[src/dhcp_rfe_pkg.sv]
package dhcp_rfe_pkg;

  // Default for the payload length limit
  localparam int MAX_PAYLOAD_DEF = 512;

  // Expected transaction id after reset
  localparam logic [31:0] XID_RESET = 32'h5049_5801;

  // Byte offsets in the payload
  localparam int OFS_OP          = 0;
  localparam int OFS_XID_FIRST   = 4;
  localparam int OFS_XID_LAST    = 7;
  localparam int OFS_ADDR_FIRST  = 16;
  localparam int OFS_ADDR_LAST   = 19;
  localparam int OFS_COOKIE0     = 236;
  localparam int OFS_COOKIE1     = 237;
  localparam int OFS_OPTIONS     = 240;

  // Lengths that make a field valid
  localparam int LEN_HEADER      = 244;
  localparam int LEN_COOKIE      = 238;
  localparam int LEN_ADDR        = 20;

  // Byte values
  localparam logic [7:0]  BOOTREPLY     = 8'd2;
  localparam logic [7:0]  COOKIE_B0     = 8'h63;
  localparam logic [7:0]  COOKIE_B1     = 8'h82;
  localparam logic [7:0]  OPT_PAD       = 8'd0;
  localparam logic [7:0]  OPT_END       = 8'd255;
  localparam logic [7:0]  OPT_MASK      = 8'd1;
  localparam logic [7:0]  OPT_ROUTER    = 8'd3;
  localparam logic [7:0]  OPT_DNS       = 8'd6;
  localparam logic [7:0]  OPT_MSG_TYPE  = 8'd53;
  localparam logic [7:0]  OPT_SRV_IDENT = 8'd54;
  localparam logic [15:0] SERVER_PORT   = 16'd67;

  // Option walk phase
  typedef enum logic [1:0] {
    PH_TYPE,
    PH_LEN,
    PH_VALUE,
    PH_DONE
  } opt_phase_t;

  // Option slots we keep
  localparam int SLOT_COUNT = 5;
  typedef enum logic [2:0] {
    SLOT_MSG,
    SLOT_SERVER,
    SLOT_MASK,
    SLOT_ROUTER,
    SLOT_DNS,
    SLOT_NONE
  } slot_t;

  // One result word
  typedef struct packed {
    logic        header_ok;
    logic        cookie_ok;
    logic        msg_type_found;
    logic [7:0]  msg_type;
    logic [31:0] offer_addr;
    logic        srv_ident_found;
    logic [31:0] srv_ident;
    logic [31:0] netmask;
    logic [31:0] gateway;
    logic [31:0] dns_server;
  } result_t;

  // Option type to slot
  function automatic slot_t slot_of(logic [7:0] opt_type);
    slot_t s;
    case (opt_type)
      OPT_MSG_TYPE:  s = SLOT_MSG;
      OPT_SRV_IDENT: s = SLOT_SERVER;
      OPT_MASK:      s = SLOT_MASK;
      OPT_ROUTER:    s = SLOT_ROUTER;
      OPT_DNS:       s = SLOT_DNS;
      default:       s = SLOT_NONE;
    endcase
    return s;
  endfunction

  // Length rule per slot
  function automatic logic len_good(slot_t s, logic [7:0] len);
    logic ok;
    case (s)
      SLOT_MSG:    ok = (len == 8'd1);
      SLOT_SERVER: ok = (len == 8'd4);
      SLOT_MASK:   ok = (len == 8'd4);
      SLOT_ROUTER: ok = (len >= 8'd4);
      SLOT_DNS:    ok = (len >= 8'd4);
      default:     ok = 1'b0;
    endcase
    return ok;
  endfunction

endpackage

[src/dhcp_reply_field_extractor.sv]
// DHCP reply field extractor. Feed the UDP payload of a reply one byte per
// word on the in_ channel, with in_last_byte set on the final byte and
// in_src_port valid on that word; exactly one result word follows each
// last byte on the out_ channel. Bytes stream at one per cycle while
// in_ready is high: an accepted byte sits in an input register while the
// header checks and the option walk update, and the result of a last byte
// then moves into the output register, which drives out_valid. in_ready
// only drops while a finished result is held by out_ready and another last
// byte is waiting behind it. Bytes past MAX_PAYLOAD are ignored. Fields
// whose bytes or options are absent read as zero; header_ok and cookie_ok
// say whether to trust the rest. Write cfg_wr_data with cfg_wr_en while
// no packet is in flight to set the expected transaction id (reset value
// 0x50495801).
module dhcp_reply_field_extractor #(
  parameter int MAX_PAYLOAD = dhcp_rfe_pkg::MAX_PAYLOAD_DEF
) (
  input  logic        clk,
  input  logic        rst_n,
  input  logic        in_valid,
  output logic        in_ready,
  input  logic [7:0]  in_data_byte,
  input  logic        in_last_byte,
  input  logic [15:0] in_src_port,
  output logic        out_valid,
  input  logic        out_ready,
  output logic        out_header_ok,
  output logic        out_cookie_ok,
  output logic        out_msg_type_found,
  output logic [7:0]  out_msg_type,
  output logic [31:0] out_offer_addr,
  output logic        out_srv_ident_found,
  output logic [31:0] out_srv_ident,
  output logic [31:0] out_netmask,
  output logic [31:0] out_gateway,
  output logic [31:0] out_dns_server,
  input  logic        cfg_wr_en,
  input  logic [31:0] cfg_wr_data
);
  import dhcp_rfe_pkg::*;

  logic [31:0] xid_r;
  logic        s1_valid_r, s1_valid_nxt;
  logic [7:0]  s1_byte_r;
  logic        s1_last_r;
  logic [15:0] s1_port_r;
  logic        out_valid_r, out_valid_nxt;
  result_t     out_res_r;
  result_t     res;
  logic        out_free;
  logic        s1_adv;
  logic        load;
  logic        in_acc;

  // Stage handshake
  assign out_free = !out_valid_r || out_ready;
  assign s1_adv   = s1_valid_r && (!s1_last_r || out_free);
  assign load     = s1_adv && s1_last_r;
  assign in_ready = !s1_valid_r || s1_adv;
  assign in_acc   = in_valid && in_ready;

  assign s1_valid_nxt  = in_acc || (s1_valid_r && !s1_adv);
  assign out_valid_nxt = load || (out_valid_r && !out_ready);

  // Transaction id register
  always_ff @(posedge clk) begin
    if (!rst_n) begin
      xid_r <= XID_RESET;
    end else if (cfg_wr_en) begin
      xid_r <= cfg_wr_data;
    end
  end

  // Valid bits
  always_ff @(posedge clk) begin
    if (!rst_n) begin
      s1_valid_r  <= 1'b0;
      out_valid_r <= 1'b0;
    end else begin
      s1_valid_r  <= s1_valid_nxt;
      out_valid_r <= out_valid_nxt;
    end
  end

  // Input register
  always_ff @(posedge clk) begin
    if (in_acc) begin
      s1_byte_r <= in_data_byte;
      s1_last_r <= in_last_byte;
      s1_port_r <= in_src_port;
    end
  end

  // Result register
  always_ff @(posedge clk) begin
    if (load) begin
      out_res_r <= res;
    end
  end

  dhcp_rfe_parser #(
    .MAX_PAYLOAD(MAX_PAYLOAD)
  ) u_parser (
    .clk        (clk),
    .rst_n      (rst_n),
    .en         (s1_adv),
    .data_byte  (s1_byte_r),
    .last_byte  (s1_last_r),
    .src_port   (s1_port_r),
    .xid        (xid_r),
    .res        (res)
  );

  assign out_valid           = out_valid_r;
  assign out_header_ok       = out_res_r.header_ok;
  assign out_cookie_ok       = out_res_r.cookie_ok;
  assign out_msg_type_found  = out_res_r.msg_type_found;
  assign out_msg_type        = out_res_r.msg_type;
  assign out_offer_addr      = out_res_r.offer_addr;
  assign out_srv_ident_found = out_res_r.srv_ident_found;
  assign out_srv_ident       = out_res_r.srv_ident;
  assign out_netmask         = out_res_r.netmask;
  assign out_gateway         = out_res_r.gateway;
  assign out_dns_server      = out_res_r.dns_server;

`ifndef SYNTHESIS
  // a new result never lands on one still waiting
  a_no_overwrite: assert property (@(posedge clk) disable iff (!rst_n)
    load |-> (!out_valid_r || out_ready))
    else $error("result register overwritten");

  // a held last byte stays until the result register frees
  a_last_held: assert property (@(posedge clk) disable iff (!rst_n)
    (s1_valid_r && s1_last_r && !out_free) |=> (s1_valid_r && s1_last_r))
    else $error("last byte dropped while result pending");

  // reset empties both stages
  a_reset_empty: assert property (@(posedge clk)
    !rst_n |=> (!s1_valid_r && !out_valid_r))
    else $error("stages not empty after reset");
`endif

endmodule

[src/dhcp_rfe_parser.sv]
module dhcp_rfe_parser #(
  parameter int MAX_PAYLOAD = dhcp_rfe_pkg::MAX_PAYLOAD_DEF
) (
  input  logic                  clk,
  input  logic                  rst_n,
  input  logic                  en,
  input  logic [7:0]            data_byte,
  input  logic                  last_byte,
  input  logic [15:0]           src_port,
  input  logic [31:0]           xid,
  output dhcp_rfe_pkg::result_t res
);
  import dhcp_rfe_pkg::*;

  localparam int OFS_W = $clog2(MAX_PAYLOAD + 1);

  logic [OFS_W-1:0] offset_r, offset_nxt;
  logic             op_ok_r, op_ok_nxt;
  logic             xid_ok_r, xid_ok_nxt;
  logic             cookie_ok_r, cookie_ok_nxt;
  logic [31:0]      addr_r, addr_nxt;
  opt_phase_t       phase_r, phase_nxt;
  logic [7:0]       type_r, type_nxt;
  logic [7:0]       rem_r, rem_nxt;
  logic [7:0]       len_r, len_nxt;
  logic [31:0]      cap_r, cap_nxt;
  logic [SLOT_COUNT-1:0] found_r, found_nxt;
  logic [SLOT_COUNT-1:0] good_r, good_nxt;
  logic [31:0]      val_r [SLOT_COUNT];
  logic [31:0]      val_nxt [SLOT_COUNT];

  logic             take;
  logic [7:0]       want;
  logic             rec;
  logic [7:0]       rec_len;
  logic [31:0]      rec_val;
  logic [7:0]       opt_pos;
  slot_t            slot;

  // Per-byte header checks and option walk
  always_comb begin
    offset_nxt    = offset_r;
    op_ok_nxt     = op_ok_r;
    xid_ok_nxt    = xid_ok_r;
    cookie_ok_nxt = cookie_ok_r;
    addr_nxt      = addr_r;
    phase_nxt     = phase_r;
    type_nxt      = type_r;
    rem_nxt       = rem_r;
    len_nxt       = len_r;
    cap_nxt       = cap_r;
    found_nxt     = found_r;
    good_nxt      = good_r;
    val_nxt       = val_r;
    rec           = 1'b0;
    rec_len       = len_r;
    rec_val       = cap_r;
    opt_pos       = len_r - rem_r;
    slot          = slot_of(type_r);
    take          = (offset_r < OFS_W'(MAX_PAYLOAD));

    // xid byte expected at this offset, big-endian
    case (offset_r[1:0])
      2'd0:    want = xid[31:24];
      2'd1:    want = xid[23:16];
      2'd2:    want = xid[15:8];
      default: want = xid[7:0];
    endcase

    if (take) begin
      offset_nxt = offset_r + 1'b1;
      if (offset_r == OFS_W'(OFS_OP) && data_byte != BOOTREPLY) begin
        op_ok_nxt = 1'b0;
      end
      if (offset_r >= OFS_W'(OFS_XID_FIRST) && offset_r <= OFS_W'(OFS_XID_LAST) &&
          data_byte != want) begin
        xid_ok_nxt = 1'b0;
      end
      if (offset_r >= OFS_W'(OFS_ADDR_FIRST) && offset_r <= OFS_W'(OFS_ADDR_LAST)) begin
        addr_nxt = {addr_r[23:0], data_byte};
      end
      if ((offset_r == OFS_W'(OFS_COOKIE0) && data_byte != COOKIE_B0) ||
          (offset_r == OFS_W'(OFS_COOKIE1) && data_byte != COOKIE_B1)) begin
        cookie_ok_nxt = 1'b0;
      end

      if (offset_r >= OFS_W'(OFS_OPTIONS)) begin
        case (phase_r)
          PH_TYPE: begin
            if (data_byte == OPT_END) begin
              phase_nxt = PH_DONE;
            end else if (data_byte != OPT_PAD) begin
              type_nxt  = data_byte;
              phase_nxt = PH_LEN;
            end
          end
          PH_LEN: begin
            len_nxt = data_byte;
            rem_nxt = data_byte;
            cap_nxt = '0;
            if (data_byte == 8'd0) begin
              rec       = 1'b1;
              rec_len   = 8'd0;
              rec_val   = '0;
              phase_nxt = PH_TYPE;
            end else begin
              phase_nxt = PH_VALUE;
            end
          end
          PH_VALUE: begin
            // keep only the first four value bytes
            if (opt_pos < 8'd4) begin
              cap_nxt = {cap_r[23:0], data_byte};
            end
            rem_nxt = rem_r - 1'b1;
            if (rem_r == 8'd1) begin
              rec       = 1'b1;
              rec_val   = cap_nxt;
              phase_nxt = PH_TYPE;
            end
          end
          default: begin
          end
        endcase
      end
    end

    // first complete instance of each option wins
    if (rec && slot != SLOT_NONE && !found_r[slot]) begin
      found_nxt[slot] = 1'b1;
      good_nxt[slot]  = len_good(slot, rec_len);
      val_nxt[slot]   = rec_val;
    end
  end

  // Result from the state after this byte
  always_comb begin
    res.header_ok       = (offset_nxt >= OFS_W'(LEN_HEADER)) &&
                          (src_port == SERVER_PORT) && op_ok_nxt && xid_ok_nxt;
    res.cookie_ok       = (offset_nxt >= OFS_W'(LEN_COOKIE)) && cookie_ok_nxt;
    res.msg_type_found  = good_nxt[SLOT_MSG];
    res.msg_type        = good_nxt[SLOT_MSG] ? val_nxt[SLOT_MSG][7:0] : 8'd0;
    res.offer_addr      = (offset_nxt >= OFS_W'(LEN_ADDR)) ? addr_nxt : 32'd0;
    res.srv_ident_found = good_nxt[SLOT_SERVER];
    res.srv_ident       = good_nxt[SLOT_SERVER] ? val_nxt[SLOT_SERVER] : 32'd0;
    res.netmask         = good_nxt[SLOT_MASK]   ? val_nxt[SLOT_MASK]   : 32'd0;
    res.gateway         = good_nxt[SLOT_ROUTER] ? val_nxt[SLOT_ROUTER] : 32'd0;
    res.dns_server      = good_nxt[SLOT_DNS]    ? val_nxt[SLOT_DNS]    : 32'd0;
  end

  // Control state, cleared at reset and after each last byte
  always_ff @(posedge clk) begin
    if (!rst_n) begin
      offset_r    <= '0;
      op_ok_r     <= 1'b1;
      xid_ok_r    <= 1'b1;
      cookie_ok_r <= 1'b1;
      phase_r     <= PH_TYPE;
      found_r     <= '0;
      good_r      <= '0;
    end else if (en) begin
      if (last_byte) begin
        offset_r    <= '0;
        op_ok_r     <= 1'b1;
        xid_ok_r    <= 1'b1;
        cookie_ok_r <= 1'b1;
        phase_r     <= PH_TYPE;
        found_r     <= '0;
        good_r      <= '0;
      end else begin
        offset_r    <= offset_nxt;
        op_ok_r     <= op_ok_nxt;
        xid_ok_r    <= xid_ok_nxt;
        cookie_ok_r <= cookie_ok_nxt;
        phase_r     <= phase_nxt;
        found_r     <= found_nxt;
        good_r      <= good_nxt;
      end
    end
  end

  // Data state; every field is rewritten before it is read again
  always_ff @(posedge clk) begin
    if (en) begin
      addr_r <= addr_nxt;
      type_r <= type_nxt;
      rem_r  <= rem_nxt;
      len_r  <= len_nxt;
      cap_r  <= cap_nxt;
      val_r  <= val_nxt;
    end
  end

`ifndef SYNTHESIS
  // walk only leaves the type phase once options have started
  a_phase_in_options: assert property (@(posedge clk) disable iff (!rst_n)
    (phase_r != PH_TYPE) |-> (offset_r > OFS_W'(OFS_OPTIONS)))
    else $error("option phase advanced before option area");

  // value phase always has bytes left to take
  a_value_rem: assert property (@(posedge clk) disable iff (!rst_n)
    (phase_r == PH_VALUE) |-> (rem_r != 8'd0))
    else $error("value phase with zero remaining length");

  // byte counter stops at the payload limit
  a_offset_cap: assert property (@(posedge clk) disable iff (!rst_n)
    offset_r <= OFS_W'(MAX_PAYLOAD))
    else $error("byte offset past payload limit");
`endif

endmodule

[config.mk]
export PLATFORM = sky130hd
export DESIGN_NAME = dhcp_reply_field_extractor
export DESIGN_NICKNAME = d
export VERILOG_FILES = /design/src/dhcp_rfe_pkg.sv /design/src/dhcp_reply_field_extractor.sv /design/src/dhcp_rfe_parser.sv
export SDC_FILE = /design/constraint.sdc
export NUM_CORES = 1
export LEC_CHECK = 0
export ABC_AREA = 0
export BUFFER_PORTS_ARGS = -buffer_cell sky130_fd_sc_hd__buf_2
export CAP_MARGIN = 20
export CORE_MARGIN = 4
export CORE_UTILIZATION = 53
export DETAILED_ROUTE_END_ITERATION = 10
export GPL_TIMING_DRIVEN = 0
export PLACE_DENSITY = 0.76
export SETUP_SLACK_MARGIN = 0.02
export SYNTH_ARGS = -nofsm -noshare
export SYNTH_HDL_FRONTEND = slang
export SYNTH_HIERARCHICAL = 1
export SYNTH_SLANG_ARGS = --single-unit
[constraint.sdc]
create_clock -name clk -period 15.22 [get_ports clk]
set_clock_uncertainty 0.2 [all_clocks]
set_input_delay 1.522 -clock clk [delete_from_list [all_inputs] [get_ports clk]]
set_output_delay 1.522 -clock clk [all_outputs]
set_load 0.01 [all_outputs]
# Yosys cells after proc, flatten, opt, wreduce, memory -nomap -nowiden
# Index checks and enable logic that the tools add are counted.
totals:
  elab_cells: 187
  inputBits: 62
  ff_bits: 504
  output_inout_bits: 174
classes:
  bitwise: 3
  reduce_logical: 50
  eq_ne: 27
  addsub: 3
  order_cmp: 15
  n_mux: 55
op_table:
  columns: ["op", "count"]
  rows:
  - ["$mux W32", 8]
  - ["$bwmux W160", 1]
  - ["$mux W136", 1]
  - ["$pmux W32 S2", 2]
  - ["$demux W32 S3", 1]
  - ["$mux W8", 4]
  - ["$ge A10 B8 Y1 const B", 3]
  - ["$eq A8 B1 Y1 const B", 3]
  - ["$pmux W8 S3", 1]
  - ["$eq A10 B8 Y1 const B", 2]
  - ["$ge A10 B5 Y1 const B", 2]
  - ["$mux W10", 2]
  - ["$mux W5", 4]
  - ["$logic_and A1 B1 Y1", 19]
  - ["$eq A16 B7 Y1 const B", 1]
  - ["$eq A8 B3 Y1 const B", 2]
  - ["$eq A8 B6 Y1 const B", 2]
  - ["$mux W1", 16]
  - ["$pmux W8 S2", 1]
  - ["$pmux W3 S5", 1]
  - ["$mux W2", 7]
  - ["$reduce_and A6 Y1", 2]
  - ["$add A10 B1 Y10 const B", 1]
  - ["$ge A10 B3 Y1 const B", 1]
  - ["46 further kinds", 66]

# Longest topological paths before layout
depth:
  depth_word: 11
  ltp_mapped: 11
  ltp_nobuf: 9

# Hierarchy
# The synthesis kept the hierarchy.
modules_own_cells:
  columns: ["mod", "seq_area_each_um2", "instances", "area_each_um2", "cells_each"]
  rows:
  - ["dhcp_rfe_parser", 7226.9, 1, 14839.2, 1502]
  - ["dhcp_reply_field_extractor", 6596.3, 1, 7239.4, 312]

# Worst setup path before layout
# No wires, ideal clock.
synth_path:
  path_type: "in2reg"
  startpoint: "input port out_ready"
  endpoint: "register u_parser.cap_r[0], enable pin"
  setup_ns: 0.401
  setup_slack_ns: -0.927
  n_path_buf: 2
  arrival_time_ns: 15.546
  required_time_ns: 14.619
  cell_stages: 5
  path_cell_list: "nor2b_1 > a21boi_0 > clkbuf_1 > clkbuf_1 > and2_1"
synth_between:
  elab_chain_len: 4
synth_rtl:
  columns: ["item", "line", "text"]
  rows:
  - ["from (decl)", "dhcp_reply_field_extractor.sv:25", "input logic out_ready,"]
  - ["$logic_or A1 B1 Y1", "dhcp_reply_field_extractor.sv:55", "assign out_free = !out_valid_r || out_ready;"]
  - ["$logic_or A1 B1 Y1", "dhcp_reply_field_extractor.sv:56", "assign s1_adv = s1_valid_r && (!s1_last_r || out_free);"]
  - ["$logic_and A1 B1 Y1", "dhcp_reply_field_extractor.sv:56", null]
  - ["via s1_adv", "dhcp_reply_field_extractor.sv:50", "logic s1_adv;"]
  - ["$reduce_and A4 Y1 (no source line)", null, null]
  - ["to (signal assigned)", "dhcp_rfe_parser.sv:189", "cap_r <= cap_nxt;"]
  - ["to (decl)", "dhcp_rfe_parser.sv:26", "logic [31:0] cap_r, cap_nxt;"]
# The timed path passes the listed nets, and every way through them passes these cells.
# A chain may end at the register's enable or synchronous reset.

# Worst setup path in the final report
layout_path:
  startpoint: "input port out_ready"
  endpoint: "register u_parser.cap_r[10], enable pin"
# The elaborated chain is that of the path after synthesis.

==> flow_summary.ini <==
[status]
status = complete, no violations

[clock_tree]
root_buffer = clkbuf_16
postCtsSetupBuffers = 0
htree_levels = 2
insertion_delay_ps = 580
clock_sinks = 480
cts_resized = 0
clockBufferDepth = 3
cts_hold_buf = 0
cts.clk_slew.worst_paths_ps = 60
cts_tree = done
cts_made_buffers = 49

[floorplan]
die-area_um2 = 45000
pin_count = 236
die_w_um = 212
num_rows = 74
start_util_pct = 53.8
core_area_um2 = 41000
fp.dieH_um = 212

[sta]
slew_viol_final = 0
rsz0062_at_grt = no
timing.slew.headroom_pct = 33.9
setup_viol = 0
min_period_ps = 4130
setup_ws_ps = 11090
tns_ps = 0
worst_pin_slew_ps = 989
finalHoldViolations = 0
finalCritPeriodShare_pct = 27.1
fmax_mhz = 242

[worst_setup_path]
r2r_end = out_srv_ident[30]$_DFFE_PP_
r2r_slack_ps = 11200
arrival_ps = 4130
r2r.worst_path.cells = 10
start_kind = input port
worstPathMaxFanout = 40
r2r-start = s1_byte_r[6]$_DFFE_PP_
critical_path_required_ps = 15220
crit_type = input port to register
endpoint_kind = register

[finish]
final_common_cell = edfxtp_1
area_growth_syn_to_layout_pct = 16.6
nets = 2190
n_antenna_cell = 0
fill_cells = 3160
final_cell_mix = edfxtp_1 (421), buf_2 (287), a31oi_1 (275), nor2_1 (179), o21ai_0 (152)
final_util_pct = 62.8
final_area_um2 = 25700
multi_input_area_um2 = 7480
drive_gt1_share_pct = 22.0
instances_no_fill = 2680
seq_area_um2 = 13800

[worst_hold_path]
holdCritStartpoint = u_parser/op_ok_r$_SDFFE_PN1P_
hold-path-endpoint = u_parser/op_ok_r$_SDFFE_PN1P_
worstHoldPathType = register to register
holdPathStages = 2

[placement]
place_hpwl_um = 41900
gp_congestion = 0.905
io_buffers = 234
pre_cts_slack_ps = 10370
placed_area_um2 = 24300
placed_cells = 2593

[global_route]
grt.overflow.total = 0
first_global_vias = 16000
antenna_found_initial = 0
grt_first_pass_wirelength_um = 91600
track_usage_pct = 25.8
grt_max_degree = 41

[power]
powerDensity_nw_per_um2 = 104
leakage_uw = 0.00920
power_frac_comb_pct = 3.4
clkPwrFrac_pct = 42.2
p_sw_uw = 549
seqPwrFrac_pct = 54.4
ir_worst_vdd_mv = 0.0913
p_sw_share_pct = 20.6
intPower_uw = 2120

[synthesis]
ys.flop_type = edfxtp_1
synthArstFlopShare_pct = 0
syn-cell-area_um2 = 22100
syn_avg_cell_area_um2 = 12.2
syn_nets = 1891
synth_edf_count = 421
yosysSeqAreaShare_pct = 62.6
synthCells = 1814
yosysUniqueCellTypes = 76
yosysWarningCount = 6
ys_ff_latch = 480

[detailed_routing]
drc = 0
vias_per_cell = 6.27
ant_nets = 0
drtIter0Drc = 2141
drt-wirelength-per-cell_um = 22.2
first_pass_iters = 7
drt_wl_total_um = 59500
vias = 16800

[job]
maxCapViolCount = 0
Yosys cell counts (19+ instances only):
| cell | instances | area (µm²) |
|---|---|---|
| edfxtp_1 | 421 | 12600 |
| a31oi_1 | 275 | 1720 |
| nor2_1 | 180 | 676 |
| o21ai_0 | 152 | 761 |
| mux2i_1 | 73 | 731 |
| clkbuf_1 | 72 | 270 |
| nor2b_1 | 64 | 400 |
| dfxtp_1 | 59 | 1180 |
| buf_2 | 53 | 265 |
| nand2_1 | 51 | 191 |
| nand3_1 | 40 | 200 |
| mux2_2 | 37 | 417 |
| o31a_1 | 34 | 298 |
| a21oi_1 | 30 | 150 |
| inv_1 | 30 | 113 |
| nand2_4 | 20 | 225 |
| nor3_1 | 19 | 95.1 |
state kept, by name (all words and copies together), names as in the netlist, 10 cells and up:
name and flops:
u_parser/cap_r 32, s1_port_r 16, u_parser/val_r 136, u_parser/offset_r 10
xid_r 32, u_parser/addr_r 32, out_srv_ident 32, out_gateway 32
out_offer_addr 32, out_netmask 32, out_dns_server 32
power groups by stage:
stage	Combinational, µW	Sequential (µW)	Clock, µW
2_1_floorplan	46.9	1490	0
4_1_cts	90.9	1450	1150
5_1_grt	98.2	1450	1210
3_3_place_gp	77.3	1500	0
3_5_place_dp	90.7	1480	0
6_report	90.6	1450	1120
logic make-up after synthesis:
| family | count (synthesis) | synth area share (%) |
|---|---|---|
| AO/OA/AOI/OAI | 550 | 15.5 |
| flip-flops | 480 | 62.6 |
| AND/OR/NAND/NOR | 469 | 11.4 |
| buffers and inverters | 169 | 3.65 |
| multiplexers | 112 | 5.32 |
| XOR/XNOR | 19 | 0.754 |
| adder cells (fa/ha/maj) | 15 | 0.850 |
metal layers:
layer	share of wire [%]	global-route usage, %
met4	3.1	8.23
met5	0	0
met2	47	41.0
met1	40	36.4
met3	10	4.93
per-stage QoR:
stage / hold WS (ps) / power (µW)
final: 254 / 2670
after detailed placement: 247 / 1570
after global routing: 292 / 2760
after CTS: 259 / 2690
after floorplan: 222 / 1540
after global placement: 247 / 1570
how the worst max path moves through the flow:
stage | endpoint | depth (start not counted) | start | slack (ps)
floorplan | u_parser/cap_r[0]$_SDFFCE_PN0P_ | 5 | out_ready | 3400
finish | u_parser/cap_r[10]$_SDFFCE_PN0P_ | 6 | out_ready | 11090
global route | u_parser/len_r[2]$_DFFE_PP_ | 6 | out_ready | 10980
global placement | u_parser/cap_r[18]$_SDFFCE_PN0P_ | 6 | out_ready | -840
detailed placement | u_parser/type_r[3]$_DFFE_PP_ | 7 | out_ready | 10370
CTS | u_parser/type_r[1]$_DFFE_PP_ | 7 | out_ready | 10970
worst max-delay path: stages:
cell and delay (ps):
buf_2 100, nor2b_1 90, a21boi_4 720, clkbuf_1 320, clkbuf_1 440, and2_2 900
area by class of cell:
type                       count  share of cell area [%]
inverter                      31                   0.452
timing repair buffer         248                    5.85
buffer                       138                    2.68
clock inverter                27                   0.807
clock buffer                  59                    4.91
sequential                   480                    53.7
multi-input combinational   1165                    29.0
tap                          532                    2.59
Note: power is estimated with default switching activity, not from simulation.
